<file path="src/rtl/salc_ram.sv">
// Generic single-port RAM with registered read data.
`default_nettype none

module salc_ram #(
  parameter int unsigned WIDTH = 8,
  parameter int unsigned DEPTH = 16
) (
  input  wire logic                                  clk,
  input  wire logic                                  we,
  input  wire logic [((DEPTH > 1) ? $clog2(DEPTH) : 1)-1:0] addr,
  input  wire logic [WIDTH-1:0]                      wdata,
  output logic      [WIDTH-1:0]                      rdata
);

  logic [WIDTH-1:0] mem [DEPTH];

  always_ff @(posedge clk) begin
    if (we) begin
      mem[addr] <= wdata;
    end
    rdata <= mem[addr];
  end

endmodule

`default_nettype wire

</file>
<file path="config.mk">
export PLATFORM = sky130hd
export DESIGN_NAME = salc_ram
export DESIGN_NICKNAME = d
export VERILOG_FILES = /design/src/rtl/salc_ram.sv
export SDC_FILE = /design/constraint.sdc
export NUM_CORES = 1
export LEC_CHECK = 0
export ABC_AREA = 1
export BUFFER_PORTS_ARGS = -buffer_cell sky130_fd_sc_hd__buf_2
export CAP_MARGIN = 20
export CORE_ASPECT_RATIO = 0.75
export CORE_MARGIN = 2
export CORE_UTILIZATION = 35
export CTS_CLUSTER_SIZE = 20
export DETAILED_ROUTE_END_ITERATION = 8
export SYNTH_ARGS = -nofsm -noshare
export SYNTH_HDL_FRONTEND = slang
export SYNTH_SLANG_ARGS = --single-unit
</file>
<file path="constraint.sdc">
create_clock -name clk -period 4.7 [get_ports clk]
set_input_delay 0.705 -clock clk [delete_from_list [all_inputs] [get_ports clk]]
set_output_delay 0.705 -clock clk [all_outputs]
set_load 0.02 [all_outputs]
</file>
==> results of run 1 <==
area by class of cell:
| cell class | instances | area, µm² |
|---|---|---|
| clock buffers | 23 | 478.0 |
| well taps | 205 | 256.5 |
| repair buffers | 24 | 127.6 |
| clock inverters | 9 | 76.32 |
| flip-flops and latches | 136 | 4004 |
| fillers | 1503 | 9005 |
| inverters | 23 | 86.33 |
| multi-input cells | 368 | 1386 |
sequential cells by signal (all words and copies together) (netlist names):
| register | cells |
|---|---|
| rdata | 8 |
| mem | 128 |
per-layer routing:
layer | share of wire, % | vias up
met5 | 0 | -
met4 | 0.95 | 0
met3 | 5.8 | 11
met2 | 43 | 111
met1 | 50 | 1750
li1 | - | 1795
through the flow:
stage	hold slack [ps]	instances	area, µm²	util [%]
finish	739.0	788	6415	41.60
global route	739.0	788	6415	41.60
CTS	728.1	788	6415	41.60
detailed placement	740.2	756	5861	38.01
global placement	740.1	756	5861	38.01
floorplan	642.8	548	5593	-
kinds of logic (layout without fill, tap and decap cells):
group / after synthesis / count (layout)
flops: 136 / 136
simple gates: 368 / 368
buf+inv: 44 / 79
cell usage after synthesis:
| cell | number | area, µm² |
|---|---|---|
| inv_1 | 21 | 78.83 |
| clkinv_1 | 1 | 3.750 |
| buf_4 | 6 | 45.04 |
| edfxtp_1 | 128 | 3844 |
| nor2_1 | 18 | 67.56 |
| inv_2 | 1 | 3.750 |
| buf_2 | 12 | 60.06 |
| dfxtp_1 | 8 | 160.2 |
| nand3_1 | 4 | 20.02 |
| clkbuf_1 | 3 | 11.26 |
| nand2_1 | 346 | 1299 |
how the worst max path moves through the flow:
stage | startpoint | cells after the start | endpoint
after floorplan | addr[1] | 4 | mem[3][0]
after global placement | addr[1] | 5 | mem[13][0]
after detailed placement | addr[1] | 5 | mem[13][1]
after CTS | addr[1] | 5 | mem[13][2]
after global routing | addr[1] | 5 | mem[13][2]
final | addr[1] | 5 | mem[13][5]
worst register-to-register path: stages (launching register included):
cell and delay, ps:
edfxtp_1 350, nand2_1 70, nand2_1 50, nand2_1 80, nand2_1 90, nand2_1 100
nand2_1 60, inv_1 40, nand2_1 70
power breakdown:
group          leakage, nW  switching, mW  internal (mW)
registers             1.22        0.00707           1.36
clock network        0.266          0.474          0.763
logic                 1.22          0.128         0.0411
==> metrics.md, run 1 <==
| Metric | Value |
|---|---|
| Buffer depth of the longest clock path | 2 |
| Number of primary I/O pins | 22 |
| Horiz. Die Dim | 150.0 µm |
| Met3 Resource Use GR | 3.840% |
| Die area | 17020 µm² |
| TritonRoute pass-1 iters | 5 |
| Launch instance of the worst min-delay path | wdata[5] |
| Post-CTS Setup Inserts | 0 |
| Sum of routed wire length over all layers | 12.37 mm |
| Combinational family with the most area after synthesis | simple AND/OR/NAND/NOR gates |
| Synth Cell Area | around 5600 µm² |
| Row count | 39 |
| Clock tree skew after final layout | around 7 ps |
| Pwr Total | 2.770 mW |
| Crit path max-delay cell type | nor2_1 |
| Min-Delay Path Class | input pin to register |
| Xor-xnor portion of the synthesized cell area | 0% |
| Leakage power summed over all cells | around 2.7 nW |
| Hold path depth | 1 |
| Antenna cell count | 0 |
| Hold Buf Count CTS | 0 |
| Kind of critical path | input pin to register |
| Data arrival time at the worst-slack endpoint | 2510 ps |
| Global-route wire length before repair | around 19 mm |
| Maximum ir drop on the vdd rail | 0.0002370 V |
| Minimum clock period | about 2500 ps |
| Sink of the worst hold path | mem[8][5] |
| Via count | 3667 |
| Number of flip-flops and latches in the synthesized netlist | 136 |
| All-layer global routing usage | 15.70% |
| Tightest slew margin relative to the limit | around half |
| Crit path buf inv count | 3 |
| Library cell used as clock root buffer | clkbuf_16 |
| Peak per-stage delay on the critical path | about 630 ps |
| Critical path launch point type | input pin |
| Final setup slack of the worst path | 2232 ps |
| Number of DRC markers after the initial detailed-route iteration | 394 |
| Post-Syn Instances | 548 |
| Run status | finished, final reports clean |
| Global-route met1 utilization | 23.03% |
| Residual DRC count | 0 |
| Highest clock rate | 405.2 MHz |
| CTS H-Tree Depth | 4 |
| Starting density of the core | between 30% and 40% |
| Clock latency on the worst-skew pair | 410 ps |
| Unrepaired setup endpoints after global routing | false |
| Capturing element type of the critical path | register |
| Post-placement setup slack | 1817 ps |
| Number of gates resized after CTS | 0 |
| Required arrival time at the worst endpoint | 4740 ps |
| CTS Sinks | 136 |
| Vias in the first global route | 3592 |
| Number of antenna-violating nets in the routed design | 0 |
| Post-Syn Nets | 562 |
| Pins Over Slew Limit | 0 |
| Clock tree from TritonCTS | done |
| Worst reg2reg startpoint | mem[6][0] |
| Transition at the pin with the smallest max-transition slack | 729.9 ps |
| DPL Wire Length | 8.024 mm |
| I/O Buffers | 21 |
| Crit Reg-Reg Endpoint | rdata[0] |
| Adder-cell area share of the yosys netlist | 0% |
| Die Ht | 113.5 µm |
| R2R Setup Slk | 3650 ps |
| Largest net degree at the start of global routing | 47 |
| Power density over cell area | between 400 and 500 nW/µm² |
| Antenna violations before repair | 0 |
| Max-capacitance violation count | 0 |
| Worst-path cell chain | buf_2, clkinv_1, buf_4, nand3_1, nor2_1 |
| Routed wire length per instance | 15.69 µm |
| Area added between synthesis and finish | 14.70% |
| Std-Cell Core Area | 15420 µm² |
| Final Setup Violations | 0 |
| Compound-cell area share of the yosys netlist | 0% |
| Post-CTS clock slew at the launch and capture registers of the worst setup and hold paths | roughly 60 ps |
| Most common library cell in the layout ignoring fill and taps | nand2_1 |
| Cell class contributing the biggest share of worst-path delay | simple AND/OR/NAND/NOR gates |
| Most frequent cells in the layout | 346 x nand2_1, 128 x edfxtp_1, 21 x inv_1, 21 x buf_2, 18 x nor2_1 |
| Nets | 584 |
| GRT Max-Usage Layer | met1 |
| Met2 Usage GRT | 22.86% |
| Sequential element share of the synthesized area | between 70% and 80% |
| Synth warn | 0 |
| Layout cells sized above 1 | 9.091% |
| Final worst path period share | 52.51% |
| Final hold vios | 0 |
| Basic-gate share of the synthesized area counting and, or, nand and nor cells | 24.79% |
| Total grt overflow | 0 |
| Cells on worst reg2reg path | 8 |
| Average footprint of a synthesized cell | 10.21 µm² |
| Fraction of synthesized area in multiplexers | 0% |
| GP Congestion | 0.8895 |
| Routed vias/inst | 4.654 |
| Final setup TNS | 0 ps |
| Num CTS Buffers | 17 |
| Maximum fanout along the worst path | 35 |
| Synth unique cells | 11 |
(Power assumes the default switching activity.)
==> run 2, diff against run 1 <==
clock period = 2.2 ns   (was 4.7 ns; I/O delays follow)
==> run 2 against run 1 <==
Clock power grew 140%. Design area is 3.4% higher. First-iteration DRC count rose by 5.1%. Via count grew 2.6%. Wire length increased by 3.5%. Final cell count grew 2.5%. Worst setup slack worse by 1500 ps. Highest routed layer unchanged. Die area is the same. Clock-buffer cell count is 3 higher.
==> metrics.md, run 2 (same netlist as run 1, synthesis figures left out) <==
| Metric | Value |
|---|---|
| Capturing element type of the critical path | register |
| Num CTS Buffers | 17 |
| DPL Wire Length | 8.289 mm |
| Routed wire length per instance | 15.83 µm |
| Fin util | 43.01% |
| Required arrival time at the worst endpoint | 2240 ps |
| Final cell count without fillers | 808 |
| Max FFs per register | 128 |
| Highest clock rate | 695.0 MHz |
| Leakage power summed over all cells | 2.847 nW |
| Starting density of the core | 36.27% |
| Min-Delay Path Class | input pin to register |
| Routed vias/inst | around 4.7 |
| Total grt overflow | 0 |
| Layout cells sized above 1 | 12.11% |
| Kind of critical path | input pin to register |
| Total area of sequential cells | 4004 µm² |
| Maximum ir drop on the vdd rail | 0.0005205 V |
| Buffer depth of the longest clock path | 2 |
| Number of antenna-violating nets in the routed design | 0 |
| Maximum fanout along the worst path | 11 |
| Post-placement setup slack | 363.5 ps |
| All-layer global routing usage | between 10% and 20% |
| Final worst path period share | 65.40% |
| Vias in the first global route | 3619 |
| Number of primary I/O pins | 22 |
| Peak per-stage delay on the critical path | 610 ps |
| Library cell used as clock root buffer | clkbuf_16 |
| Fillcell total | 1476 |
| Hold Buf Count CTS | 0 |
| Pwr Total | between 6 and 7 mW |
| Cell count after placement | just under 800 |
| Residual DRC count | 0 |
| Area added between synthesis and finish | 18.57% |
| TritonRoute pass-1 iters | 5 |
| Crit path max-delay cell type | nor2_1 |
| I/O Buffers | 21 |
| Tightest slew margin relative to the limit | 53.30% |
| Antenna violations before repair | 0 |
| Clock latency on the worst-skew pair | 400 ps |
| Sum of routed wire length over all layers | 12.79 mm |
| Worst-path cell chain | buf_2, clkinv_1, nand3_1, nor2_1 |
| Nets | just over 600 |
| Final setup slack of the worst path | around 760 ps |
| Clock tree from TritonCTS | done |
| Final setup TNS | 0 ps |
| Placed instance area | 6011 µm² |
| Std-Cell Core Area | 15420 µm² |
| Most frequent cells in the layout | 346 x nand2_1, 128 x edfxtp_1, 23 x buf_4, 21 x inv_1, 21 x buf_2 |
| Die Ht | 113.5 µm |
| Final Setup Violations | 0 |
| Crit path buf inv count | 2 |
| Minimum clock period | roughly 1400 ps |
| Run status | finished, final reports clean |
| Power density over cell area | about 940 nW/µm² |
| Data arrival time at the worst-slack endpoint | 1470 ps |
| Unrepaired setup endpoints after global routing | false |
| Critical path launch point type | input pin |
| Antenna cell count | 0 |
| Worst-case hold slack | 378.6 ps |
| Footprint of the multi-input gates | 1386 µm² |
| Post-CTS clock slew at the launch and capture registers of the worst setup and hold paths | 60 ps |
| Biggest registers after layout | mem: 128 flops, rdata: 8 flops |
| Register ranked first by flip-flop count | mem |
| Most common library cell in the layout ignoring fill and taps | nand2_1 |
| Final hold vios | 0 |
| Row count | 39 |
| Cell class contributing the biggest share of worst-path delay | simple AND/OR/NAND/NOR gates |
| Number of gates resized after CTS | 0 |
| CTS Sinks | 136 |
| Post-CTS Setup Inserts | 0 |
| Die area | ~17000 µm² |
| Transition at the pin with the smallest max-transition slack | around 700 ps |
| Via count | ~3800 |
| Pins Over Slew Limit | 0 |
| Number of DRC markers after the initial detailed-route iteration | just over 400 |
| Global-route wire length before repair | 19.95 mm |
| GP Congestion | 0.8603 |
| Largest net degree at the start of global routing | 35 |
| Area of all placed cells without fillers | 6631 µm² |
| Horiz. Die Dim | 150.0 µm |
| Max-capacitance violation count | 0 |
| Clock tree skew after final layout | about 4.3 ps |
| CTS H-Tree Depth | 4 |
## run 2: layout make-up
class                   count  share of cell area (%)
clock inverters             6                   1.679
flip-flops and latches    136                   60.38
multi-input cells         368                   20.91
clock buffers              26                   7.679
well taps                 205                   3.868
repair buffers             44                   4.189
inverters                  23                   1.302
## run 2: path summary, 6_finish.rpt
path	startpoint	to	slack (ps)	cells after the start
max	addr[1]	mem[5][7]	760	4
min	wdata[5]	mem[0][5]	380	1
max reg2reg	mem[7][3]	rdata[3]	1150	8
min reg2reg	mem[8][7]	rdata[7]	740	8
## run 2: layer usage
layer	part of all wire, %	GRT usage (%)
met3	6.2	3.480
met4	0.83	5.220
met2	43	22.92
met5	0	0
met1	50	24.32
## run 2: power by group
part	internal [mW]	leakage, nW	total (mW)	switching (mW)
Combinational	0.101	1.32	0.382	0.281
Sequential	2.90	1.22	2.91	0.0150
Clock	1.94	0.301	2.92	0.989
